$ cat src/hw/rtl/lrtoa_pkg.sv
// Shared widths, constants, register codes and types for the LoRa time-on-air block.
// No dependencies; used by lrtoa_div and lora_time_on_air_top.
`timescale 1ns / 1ps

package lrtoa_pkg;

  localparam int LEN_W       = 8;
  localparam int SF_W        = 4;
  localparam int BW_W        = 19;
  localparam int CR_W        = 3;
  localparam int AIR_W       = 20;
  localparam int CFG_IDX_W   = 2;
  localparam int S_TDATA_W   = 8;
  localparam int M_TDATA_W   = 24;

  localparam int NUM_W       = 12;
  localparam int N_W         = 10;
  localparam int K_W         = 4;
  localparam int CR4_W       = 4;
  localparam int RECIP_W     = 14;
  localparam int RECIP_SHIFT = 16;
  localparam int BLK_W       = 7;
  localparam int PSYM_W      = 10;
  localparam int QTR_W       = 12;
  localparam int SCALED_W    = 20;
  localparam int PROD_W      = 32;
  localparam int HI_W        = PROD_W - AIR_W;

  localparam int FRONT_STAGES = 5;
  localparam int DIV_STEP     = 4;
  localparam int DIV_STAGES   = AIR_W / DIV_STEP;

  localparam logic [SF_W-1:0]   SF_MIN   = SF_W'(6);
  localparam logic [SF_W-1:0]   SF_MAX   = SF_W'(12);
  localparam logic [SF_W-1:0]   SF_LDRO  = SF_W'(11);
  localparam logic [SF_W-1:0]   SF_RESET = SF_W'(11);
  localparam logic [BW_W-1:0]   BW_LDRO  = BW_W'(125000);
  localparam logic [BW_W-1:0]   BW_RESET = BW_W'(250000);
  localparam logic [CR_W-1:0]   CR_MIN   = CR_W'(1);
  localparam logic [CR_W-1:0]   CR_MAX   = CR_W'(4);
  localparam logic [CR_W-1:0]   CR_RESET = CR_W'(1);
  localparam logic [CR4_W-1:0]  CR_OFFSET = CR4_W'(4);

  localparam logic [NUM_W-1:0]  LEN_OFFSET = NUM_W'(44);
  localparam logic [PSYM_W-1:0] PSYM_BASE  = PSYM_W'(8);
  localparam logic [QTR_W-1:0]  QTR_BASE   = QTR_W'(49);
  localparam logic [7:0]        MS_SCALE   = 8'd250;
  localparam logic [AIR_W-1:0]  AIR_MAX    = '1;

  typedef enum logic [CFG_IDX_W-1:0] {
    CFG_SPREADING = 2'd0,
    CFG_BANDWIDTH = 2'd1,
    CFG_CODING    = 2'd2
  } cfg_idx_t;

  typedef struct packed {
    logic            sat;
    logic [BW_W-1:0] rem;
    logic [AIR_W-1:0] low;
  } div_req_t;

  typedef struct packed {
    logic             sat;
    logic [BW_W-1:0]  rem;
    logic [AIR_W-1:0] low;
    logic [AIR_W-1:0] quot;
  } div_stage_t;

  // ceil(2^16 / k) for the symbol divisor k = SF - 2*DE
  function automatic logic [RECIP_W-1:0] recip(input logic [K_W-1:0] k);
    logic [RECIP_W-1:0] r;
    unique case (k)
      K_W'(6):  r = RECIP_W'(10923);
      K_W'(7):  r = RECIP_W'(9363);
      K_W'(8):  r = RECIP_W'(8192);
      K_W'(9):  r = RECIP_W'(7282);
      K_W'(10): r = RECIP_W'(6554);
      K_W'(11): r = RECIP_W'(5958);
      K_W'(12): r = RECIP_W'(5462);
      default:  r = RECIP_W'(8192);
    endcase
    return r;
  endfunction

endpackage

$ cat src/hw/rtl/lrtoa_div.sv
// Pipelined restoring divider: remainder-seeded dividend over bandwidth, four bits a stage.
// Depends on lrtoa_pkg; saturates the quotient when the request is flagged.
`timescale 1ns / 1ps

module lrtoa_div (
  input  logic                              clk,
  input  logic                              rst,
  input  logic [lrtoa_pkg::BW_W-1:0]        bw,
  input  logic                              in_valid,
  output logic                              in_ready,
  input  lrtoa_pkg::div_req_t               in_data,
  output logic                              out_valid,
  input  logic                              out_ready,
  output logic [lrtoa_pkg::AIR_W-1:0]       out_data
);

  localparam int NS = lrtoa_pkg::DIV_STAGES;

  logic [NS-1:0]           v;
  logic [NS-1:0]           rdy;
  lrtoa_pkg::div_stage_t   st      [NS];
  lrtoa_pkg::div_stage_t   st_next [NS];

  always_comb begin
    rdy[NS-1] = !v[NS-1] || out_ready;
    for (int i = NS - 2; i >= 0; i--) begin
      rdy[i] = !v[i] || rdy[i+1];
    end
  end

  assign in_ready  = rdy[0];
  assign out_valid = v[NS-1];
  assign out_data  = st[NS-1].quot;

  always_ff @(posedge clk) begin
    if (rst) begin
      v <= '0;
    end else begin
      if (rdy[0]) begin
        v[0] <= in_valid;
      end
      for (int i = 1; i < NS; i++) begin
        if (rdy[i]) begin
          v[i] <= v[i-1];
        end
      end
    end
  end

  for (genvar i = 0; i < NS; i++) begin : g_stage
    lrtoa_pkg::div_stage_t src;

    if (i == 0) begin : g_first
      always_comb begin
        src.sat  = in_data.sat;
        src.rem  = in_data.rem;
        src.low  = in_data.low;
        src.quot = '0;
      end
    end else begin : g_rest
      assign src = st[i-1];
    end

    always_comb begin
      logic [lrtoa_pkg::BW_W:0] trial;
      st_next[i] = src;
      for (int j = 0; j < lrtoa_pkg::DIV_STEP; j++) begin
        trial = {st_next[i].rem, st_next[i].low[lrtoa_pkg::AIR_W-1]};
        st_next[i].low = st_next[i].low << 1;
        if (trial >= {1'b0, bw}) begin
          st_next[i].rem  = lrtoa_pkg::BW_W'(trial - {1'b0, bw});
          st_next[i].quot = {st_next[i].quot[lrtoa_pkg::AIR_W-2:0], 1'b1};
        end else begin
          st_next[i].rem  = trial[lrtoa_pkg::BW_W-1:0];
          st_next[i].quot = {st_next[i].quot[lrtoa_pkg::AIR_W-2:0], 1'b0};
        end
      end
      if (i == NS - 1 && src.sat) begin
        st_next[i].quot = lrtoa_pkg::AIR_MAX;
      end
    end

    always_ff @(posedge clk) begin
      if (rdy[i]) begin
        st[i] <= st_next[i];
      end
    end
  end

  a_reset_empty: assert property (@(posedge clk) rst |=> (v == '0))
    else $error("divider not empty after reset");

  a_out_hold: assert property (@(posedge clk) disable iff (rst)
    (v[NS-1] && !out_ready) |=> (v[NS-1] && $stable(st[NS-1].quot)))
    else $error("stalled quotient lost or changed");

  a_first_hold: assert property (@(posedge clk) disable iff (rst)
    (v[0] && !rdy[0]) |=> (v[0] && $stable(st[0])))
    else $error("stalled first divider stage changed");

endmodule

$ cat src/hw/rtl/lora_time_on_air_top.sv
// Top level of the LoRa time-on-air block: config registers, symbol math pipeline, divider.
// Depends on lrtoa_pkg and lrtoa_div.
//
//   channel   direction  handshake          payload
//   s_*       in         s_tvalid/s_tready  s_tdata[7:0] payload_length
//   m_*       out        m_tvalid/m_tready  m_tdata[19:0] airtime_ms
//   cfg_*     in         cfg_we             cfg_index, cfg_data
//
// One request per cycle is accepted unless a stall backs up the ready chain; m_tvalid rises
// once the request has passed five symbol stages and five divider stages, 4 quotient bits each.
// Reset clears all valid bits and loads SF 11, 250000 Hz, coding rate 1.
// A stall reaches s_tready in the same cycle through the ready chain; empty stages fill.
`timescale 1ns / 1ps

module lora_time_on_air_top (
  input  logic                                clk,
  input  logic                                rst,
  input  logic                                s_tvalid,
  output logic                                s_tready,
  input  logic [lrtoa_pkg::S_TDATA_W-1:0]     s_tdata,   // [7:0] payload_length
  output logic                                m_tvalid,
  input  logic                                m_tready,
  output logic [lrtoa_pkg::M_TDATA_W-1:0]     m_tdata,   // [19:0] airtime_ms, [23:20] zero
  input  logic                                cfg_we,
  input  logic [lrtoa_pkg::CFG_IDX_W-1:0]     cfg_index,
  input  logic [lrtoa_pkg::BW_W-1:0]          cfg_data
);

  localparam int NF = lrtoa_pkg::FRONT_STAGES;

  logic [lrtoa_pkg::SF_W-1:0] spreading_factor;
  logic [lrtoa_pkg::BW_W-1:0] bandwidth_hz;
  logic [lrtoa_pkg::CR_W-1:0] coding_rate;

  always_ff @(posedge clk) begin
    if (rst) begin
      spreading_factor <= lrtoa_pkg::SF_RESET;
      bandwidth_hz     <= lrtoa_pkg::BW_RESET;
      coding_rate      <= lrtoa_pkg::CR_RESET;
    end else if (cfg_we) begin
      unique case (cfg_index)
        lrtoa_pkg::CFG_SPREADING: spreading_factor <= cfg_data[lrtoa_pkg::SF_W-1:0];
        lrtoa_pkg::CFG_BANDWIDTH: bandwidth_hz     <= cfg_data;
        lrtoa_pkg::CFG_CODING:    coding_rate      <= cfg_data[lrtoa_pkg::CR_W-1:0];
        default: ;
      endcase
    end
  end

  logic [lrtoa_pkg::SF_W-1:0]    sf_c;
  logic [lrtoa_pkg::CR_W-1:0]    cr_c;
  logic [lrtoa_pkg::CR4_W-1:0]   cr4;
  logic                          de;
  logic [lrtoa_pkg::K_W-1:0]     k;
  logic [lrtoa_pkg::RECIP_W-1:0] k_recip;

  always_comb begin
    priority if (spreading_factor < lrtoa_pkg::SF_MIN) begin
      sf_c = lrtoa_pkg::SF_MIN;
    end else if (spreading_factor > lrtoa_pkg::SF_MAX) begin
      sf_c = lrtoa_pkg::SF_MAX;
    end else begin
      sf_c = spreading_factor;
    end
    priority if (coding_rate < lrtoa_pkg::CR_MIN) begin
      cr_c = lrtoa_pkg::CR_MIN;
    end else if (coding_rate > lrtoa_pkg::CR_MAX) begin
      cr_c = lrtoa_pkg::CR_MAX;
    end else begin
      cr_c = coding_rate;
    end
    cr4     = lrtoa_pkg::CR4_W'(cr_c) + lrtoa_pkg::CR_OFFSET;
    de      = (bandwidth_hz <= lrtoa_pkg::BW_LDRO) && (sf_c >= lrtoa_pkg::SF_LDRO);
    k       = sf_c - {2'b00, de, 1'b0};
    k_recip = lrtoa_pkg::recip(k);
  end

  logic [NF-1:0] v;
  logic [NF-1:0] rdy;
  logic          div_in_ready;

  always_comb begin
    rdy[NF-1] = !v[NF-1] || div_in_ready;
    for (int i = NF - 2; i >= 0; i--) begin
      rdy[i] = !v[i] || rdy[i+1];
    end
  end

  assign s_tready = rdy[0];

  always_ff @(posedge clk) begin
    if (rst) begin
      v <= '0;
    end else begin
      if (rdy[0]) begin
        v[0] <= s_tvalid;
      end
      for (int i = 1; i < NF; i++) begin
        if (rdy[i]) begin
          v[i] <= v[i-1];
        end
      end
    end
  end

  // stage 1: numerator (8L + 44 - 4SF), rounded up to quarters, biased for ceil by k
  logic [lrtoa_pkg::NUM_W-1:0] num;
  logic [lrtoa_pkg::NUM_W-1:0] neg;
  logic [lrtoa_pkg::NUM_W-1:0] diff;
  logic [lrtoa_pkg::N_W-1:0]   n_next;
  logic [lrtoa_pkg::N_W-1:0]   s1_n;

  always_comb begin
    num  = lrtoa_pkg::NUM_W'({s_tdata, 3'b000}) + lrtoa_pkg::LEN_OFFSET;
    neg  = lrtoa_pkg::NUM_W'({sf_c, 2'b00});
    diff = num - neg + lrtoa_pkg::NUM_W'(3);
    if (num > neg) begin
      n_next = lrtoa_pkg::N_W'(diff >> 2) + lrtoa_pkg::N_W'(k) - lrtoa_pkg::N_W'(1);
    end else begin
      n_next = lrtoa_pkg::N_W'(k) - lrtoa_pkg::N_W'(1);
    end
  end

  always_ff @(posedge clk) begin
    if (rdy[0]) begin
      s1_n <= n_next;
    end
  end

  // stage 2: block count by reciprocal multiply
  logic [lrtoa_pkg::N_W+lrtoa_pkg::RECIP_W-1:0] blk_prod;
  logic [lrtoa_pkg::BLK_W-1:0]                  s2_blk;

  assign blk_prod = s1_n * k_recip;

  always_ff @(posedge clk) begin
    if (rdy[1]) begin
      s2_blk <= blk_prod[lrtoa_pkg::RECIP_SHIFT +: lrtoa_pkg::BLK_W];
    end
  end

  // stage 3: quarter symbols 49 + 4 * (8 + blocks * (CR + 4))
  logic [lrtoa_pkg::BLK_W+lrtoa_pkg::CR4_W-1:0] blk_cr;
  logic [lrtoa_pkg::PSYM_W-1:0]                 psym;
  logic [lrtoa_pkg::QTR_W-1:0]                  qtr_next;
  logic [lrtoa_pkg::QTR_W-1:0]                  s3_qtr;

  always_comb begin
    blk_cr   = s2_blk * cr4;
    psym     = lrtoa_pkg::PSYM_W'(blk_cr) + lrtoa_pkg::PSYM_BASE;
    qtr_next = lrtoa_pkg::QTR_BASE + {psym, 2'b00};
  end

  always_ff @(posedge clk) begin
    if (rdy[2]) begin
      s3_qtr <= qtr_next;
    end
  end

  // stage 4: scale to milliseconds
  logic [lrtoa_pkg::SCALED_W-1:0] scaled_next;
  logic [lrtoa_pkg::SCALED_W-1:0] s4_scaled;

  assign scaled_next = s3_qtr * lrtoa_pkg::MS_SCALE;

  always_ff @(posedge clk) begin
    if (rdy[3]) begin
      s4_scaled <= scaled_next;
    end
  end

  // stage 5: chips shift, overflow check, seed the divider remainder
  logic [lrtoa_pkg::PROD_W-1:0] prod;
  logic [lrtoa_pkg::HI_W-1:0]   prod_hi;
  lrtoa_pkg::div_req_t          req_next;
  lrtoa_pkg::div_req_t          s5_req;

  always_comb begin
    prod         = lrtoa_pkg::PROD_W'(s4_scaled) << sf_c;
    prod_hi      = prod[lrtoa_pkg::PROD_W-1 -: lrtoa_pkg::HI_W];
    req_next.sat = lrtoa_pkg::BW_W'(prod_hi) >= bandwidth_hz;
    req_next.rem = lrtoa_pkg::BW_W'(prod_hi);
    req_next.low = prod[lrtoa_pkg::AIR_W-1:0];
  end

  always_ff @(posedge clk) begin
    if (rdy[4]) begin
      s5_req <= req_next;
    end
  end

  logic [lrtoa_pkg::AIR_W-1:0] airtime_ms;

  lrtoa_div u_div (
    .clk       (clk),
    .rst       (rst),
    .bw        (bandwidth_hz),
    .in_valid  (v[NF-1]),
    .in_ready  (div_in_ready),
    .in_data   (s5_req),
    .out_valid (m_tvalid),
    .out_ready (m_tready),
    .out_data  (airtime_ms)
  );

  assign m_tdata = lrtoa_pkg::M_TDATA_W'(airtime_ms);

  a_reset_empty: assert property (@(posedge clk) rst |=> (v == '0))
    else $error("front pipeline not empty after reset");

  a_accept_fills: assert property (@(posedge clk) disable iff (rst)
    (s_tvalid && s_tready) |=> v[0])
    else $error("accepted request missing from first stage");

  a_handoff_hold: assert property (@(posedge clk) disable iff (rst)
    (v[NF-1] && !div_in_ready) |=> (v[NF-1] && $stable(s5_req)))
    else $error("request to divider dropped or changed while stalled");

endmodule
$ cat config.mk
export PLATFORM = sky130hd
export DESIGN_NAME = lora_time_on_air_top
export DESIGN_NICKNAME = d
export VERILOG_FILES = /design/src/hw/rtl/lrtoa_pkg.sv /design/src/hw/rtl/lrtoa_div.sv /design/src/hw/rtl/lora_time_on_air_top.sv
export SDC_FILE = /design/constraint.sdc
export NUM_CORES = 2
export LEC_CHECK = 0
export ABC_AREA = 1
export BUFFER_PORTS_ARGS = -buffer_cell sky130_fd_sc_hd__buf_2
export CAP_MARGIN = 20
export CORE_MARGIN = 10
export CORE_UTILIZATION = 30
export DETAILED_ROUTE_END_ITERATION = 8
export PLACE_DENSITY = 0.54
export SLEW_MARGIN = 10
export SYNTH_ARGS = -nofsm -noshare
export SYNTH_HDL_FRONTEND = slang
export SYNTH_SLANG_ARGS = --single-unit
export TNS_END_PERCENT = 5
$ cat constraint.sdc
create_clock -name clk -period 11.7 [get_ports clk]
set_clock_uncertainty 0.05 [all_clocks]
set_input_delay 1.755 -clock clk [delete_from_list [all_inputs] [get_ports clk]]
set_output_delay 1.755 -clock clk [all_outputs]
set_load 0.02 [all_outputs]
Word-level counts from Yosys, hierarchy flattened
Memory sizes are Yosys's and may differ from the RTL's.
Index checks and enable logic that the tools add are counted.
{"block": "word_totals", "out_inout_bits": 26, "inputBits": 34, "ramBits": 280, "regBits": 117, "memories": 1, "wordCells": 173}
{"block": "classes", "magnitude_cmp": 28, "shifts": 1, "n_eq_ne": 8, "mux": 57, "multipliers": 3, "n_reduce_logical": 25, "addsub": 30}
{"name": "u_div.st", "depth": 5, "word_bits": 56, "read_ports": 5, "rd_ports_with_merged_regs": 0, "write_ports": 5, "line_no": "lrtoa_div.sv:21", "source": "lrtoa_pkg::div_stage_t st [NS];"}
{"cell": "$ge 20x19->1", "count": 19}
{"cell": "$mux 19", "count": 20}
{"cell": "$sub 19x19->19", "count": 19}
{"cell": "$pmux 14 s6", "count": 1}
{"cell": "$shl 20x4->32", "count": 1}
{"cell": "$mux 1", "count": 30}
{"cell": "$mul 10x14->23", "count": 1}
{"cell": "$mux 20", "count": 1}
{"cell": "$ge 12x19->1", "count": 1}
{"cell": "$ge 13x19->1", "count": 1}
{"cell": "$le 19x17->1 const B", "count": 1}
{"cell": "$mul 12x7->19 const B", "count": 1}
{"cell": "$sub 13x19->19", "count": 1}
{"cell": "$eq 4x4->1 const B", "count": 4}
{"cell": "$add 11x6->12 const B", "count": 1}
{"cell": "$add 12x2->12 const B", "count": 1}
{"cell": "$add 6x12->12 const A", "count": 1}
{"cell": "$gt 12x6->1", "count": 1}
{"cell": "$sub 12x6->12", "count": 1}
{"cell": "$add 10x4->10", "count": 1}
{"cell": "$add 10x4->10 const B", "count": 1}
{"cell": "$logic_not 1->1", "count": 10}
{"cell": "$logic_or 1x1->1", "count": 10}
{"cell": "$mul 7x4->10", "count": 1}
{"cell": "other kinds (18)", "count": 23}

Depth between registers and ports, before layout
{"block": "depth", "depth_word": 11, "depth_mapped": 65}

By module
From an unflattened synthesis, not the netlist that was laid out.
{"block": "unflattened", "cells_unflattened": 5956, "hier_area_um2": 41913.9}
{"module": "lrtoa_div", "area_each_um2": 29066.6, "cells_each": 4427, "instances": 1}
{"module": "lora_time_on_air_top", "area_each_um2": 12847.3, "cells_each": 1529, "instances": 1}

Worst setup path after synthesis
Ideal clock, no wire load.
{"block": "synth_path", "path_type": "input to output", "from": "in m_tready", "to": "out s_tready", "path_stages": 18, "arrival_ps": 8004, "path_slack_ps": 1891, "cell_sequence": "nor2_1 > inv_1 > nor2_1 > inv_1 > nor2_1 > inv_1 > nor2_1 > inv_1 > nor2_1 > inv_1 > nor2_1 > inv_1 > nor2_1 > inv_1 > nor2_1 > inv_1 > nor2_1 > nand2_1"}
{"block": "synth_between", "elab_chain_len": 10}
{"element": "start, declared", "line_no": "lora_time_on_air_top.sv:22", "source": "input logic m_tready,"}
{"element": "$logic_or 1x1->1", "line_no": "lrtoa_div.sv:25", "source": "rdy[NS-1] = !v[NS-1] || out_ready;"}
{"element": "net u_div.rdy[4]", "line_no": "lrtoa_div.sv:20", "source": "logic [NS-1:0] rdy;"}
{"element": "$logic_or 1x1->1", "line_no": "lrtoa_div.sv:27", "source": "rdy[i] = !v[i] || rdy[i+1];"}
{"element": "net u_div.rdy[3]", "line_no": "lrtoa_div.sv:20"}
{"element": "$logic_or 1x1->1", "line_no": "lrtoa_div.sv:27"}
{"element": "net u_div.rdy[2]", "line_no": "lrtoa_div.sv:20"}
{"element": "$logic_or 1x1->1", "line_no": "lrtoa_div.sv:27"}
{"element": "net u_div.rdy[1]", "line_no": "lrtoa_div.sv:20"}
{"element": "$logic_or 1x1->1", "line_no": "lrtoa_div.sv:27"}
{"element": "net div_in_ready", "line_no": "lora_time_on_air_top.sv:80", "source": "logic div_in_ready;"}
{"element": "$logic_or 1x1->1", "line_no": "lora_time_on_air_top.sv:83", "source": "rdy[NF-1] = !v[NF-1] || div_in_ready;"}
{"element": "net rdy[4]", "line_no": "lora_time_on_air_top.sv:79", "source": "logic [NF-1:0] rdy;"}
{"element": "$logic_or 1x1->1", "line_no": "lora_time_on_air_top.sv:85", "source": "rdy[i] = !v[i] || rdy[i+1];"}
{"element": "net rdy[3]", "line_no": "lora_time_on_air_top.sv:79"}
{"element": "$logic_or 1x1->1", "line_no": "lora_time_on_air_top.sv:85"}
{"element": "net rdy[2]", "line_no": "lora_time_on_air_top.sv:79"}
{"element": "$logic_or 1x1->1 (2 in series)", "line_no": "lora_time_on_air_top.sv:85"}
{"element": "end, declared", "line_no": "lora_time_on_air_top.sv:19", "source": "output logic s_tready,"}
The timed path passes the listed nets, and every way through them passes these cells.

==> impl_metrics.py <==
metrics = {
    "logic_synthesis": {
        "ys.flop_type": "edfxtp_1",
        "synth_edf_count": 252,
        "ys_warn_count": 0,
        "avgSynthCellArea_um2": 7.20,
        "synth.top_cell.area_share_pct": 18.8,
        "synth.largest_area_cell": "edfxtp_1",
        "ys_ff_latch": 288,
        "synth.top_cells.by_area": "edfxtp_1, ha_1, nand2_1",
        "syn_inst": 5590,
        "async_reset_ff_share_pct": 0,
        "synth.distinct_cells": 60,
        "ys_seq_area_share_pct": 20.6,
        "synth_common_cells": "nand2_1, inv_1, ha_1",
        "yosysMostFrequentCell": "nand2_1",
        "synthesis.area_um2": 40200,
    },
    "clock_tree": {
        "cts_resized": 0,
        "cts.htree.levels": 2,
        "cts_setup_buffers": 0,
        "clk_pin_slew_ps": 60,
        "clk_latency_ps": 590,
        "ctsHoldBuffers": 0,
        "cts_tree": "built",
        "clock-sinks": 288,
        "cts_root_buffer": "clkbuf_16",
        "clk_path_buf_depth": 3,
        "cts_buffers": 38,
    },
    "timing": {
        "finalCritPeriodShare_pct": 89.9,
        "maxSlewViolCount": 0,
        "hold_violations": 0,
        "finalSetupTns_ps": 0,
        "slew_headroom_pct": 43.8,
        "setup_viol": 0,
        "max_clock_freq_ghz": 0.0951,
        "rsz0062_at_grt": "false",
        "max_slew.worst_pin.slew_ps": 843,
        "finalCriticalPeriod_ps": 10520,
        "timing.hold.ws_ps": 357,
    },
    "global_routing": {
        "grt_pass1_wl_um": 207000,
        "grt_overflow": 0,
        "grt_start_max_net_pins": 41,
        "grt_usage_pct": 17.4,
        "grt_antenna_before_repair": 2,
        "grt_pass1_vias": 36385,
    },
    "routing": {
        "first_pass_iters": 6,
        "ant_nets": 0,
        "viasPerCell": 4.97,
        "drt_wl_total_um": 132000,
        "wire_per_inst_um": 17.7,
        "drc": 0,
        "num_vias": 37115,
        "drtIter0Drc": 2613,
    },
    "floorplanning": {
        "rows": 134,
        "top_level_ports": 60,
        "die_area_um2": 149000,
        "die_height_um": 386,
        "die-width_um": 386,
        "core_um2": 133000,
        "initial_core_util_pct": 30.2,
    },
    "worst_setup_path": {
        "r2r-start": "bandwidth_hz[15]",
        "worst_path_most_repeated_cell": "nand2_1",
        "crit_slowest_cell": "ha_1",
        "cpPeakStageDelay_ps": 610,
        "crit_fanout": 27,
        "crit_start": "bandwidth_hz[15]",
        "critPathBufInv": 8,
        "critPathKind": "register to register",
        "crit_required_ps": 12110,
        "cp-end-kind": "register",
        "arrival_ps": 10920,
        "cp_top_family": "simple AND/OR/NAND/NOR gates",
        "cp-start-kind": "register",
    },
    "flow_run": {
        "drv_cap": 0,
    },
    "worst_hold_path": {
        "hp-start": "u_div.st[0][24]",
        "hold_path_class": "register to register",
    },
    "placement": {
        "placed_cells": 7398,
        "gp_congestion": 0.943,
        "port_buffers": 55,
        "place_hpwl_um": 109000,
    },
    "cells_and_area": {
        "areaGrowthSynthToFinish_pct": 9.56,
        "n_antenna_cell": 0,
        "nNetsFinal": 6390,
        "fin_util_pct": 33.1,
        "drive_gt1_share_pct": 5.98,
        "instances_no_fill": 7467,
    },
    "outcome": {
        "outcome": "finished clean",
    },
}
layout by cell type, fill, tap and decap left out, drive strengths merged, types with 10 or more instances in the layout:
master | Yosys | layout
clkinv | 6 | 25
nand3 | 234 | 234
clkbuf | 32 | 43
edfxtp | 252 | 252
o211ai | 24 | 24
a21o | 28 | 28
xnor2 | 150 | 150
o21ai | 470 | 470
buf | 59 | 122
conb | 1 | 10
a31oi | 31 | 31
fa | 152 | 152
o21bai | 31 | 31
nand3b | 16 | 16
ha | 534 | 534
nor2 | 354 | 354
dfxtp | 36 | 36
xor2 | 195 | 195
or2 | 44 | 44
a21oi | 440 | 440
nor3 | 59 | 59
nand4 | 58 | 58
nor4 | 19 | 19
nand2 | 1544 | 1544
a21boi | 17 | 17
o31ai | 12 | 12
inv | 725 | 720
o21a | 21 | 21
cell type report:
class                           count  area (µm²)
Inverter                          731        2750
Clock inverter                     26         302
Clock buffer                       43        1010
Sequential cell                   288        8290
Fill cell                       14424       89200
Tap cell                         1768        2210
Timing Repair Buffer              122         791
Multi-Input combinational cell   4489       28700
per-stage QoR:
stage          cell area [µm²]  setup WS (ps)
2_1_floorplan            40300           1890
3_3_place_gp             42800           1400
3_5_place_dp             42800           1350
4_1_cts                  44100           1320
5_1_grt                  44100           66.6
6_report                 44100           1180
flip-flops by register name, summed over array words and instances (netlist names):
register and count:
bandwidth_hz 19, coding_rate 3, s1_n 10, s2_blk 7, s3_qtr 10, s4_scaled 17
s5_req 32, spreading_factor 4, u_div.st 176, u_div.v 5, v 5
cell families (layout without fill, tap and decap cells):
group,count (synthesis),count (layout),share of synthesized area (%)
AND/OR/NAND/NOR,2347,2347,24.5
multiplexers,1,1,0.0249
AO/OA/AOI/OAI,1100,1100,15.0
adder cells (fa/ha/maj),686,686,24.2
buffers and inverters,822,922,8.11
other,1,10,0.00932
flip-flops,288,288,20.6
XOR/XNOR,345,345,7.51
final timing paths:
path	end	slack, ps	cells past startpoint
min reg2reg	u_div.st[0][84]	360	0
min	u_div.st[0][84]	360	0
max	u_div.st[0][102]	1180	57
max reg2reg	u_div.st[0][102]	1180	57
metal layers:
metal | track usage [%] | routed length [µm]
met5 | 0 | 0
met4 | 4.78 | 3860
met3 | 1.90 | 5920
met2 | 30.0 | 61700
met1 | 23.0 | 60700
worst register-to-register path: cells and delay by family, from the launching register on:
family	cells	cell delay [ps]
simple gates	33	3880
compound gates	12	2390
buf+inv	8	2020
fa+ha+maj	4	1660
flops	1	400
Power is not shown: default switching activity piles up to over one toggle a cycle in this logic, so the estimate is an artifact.
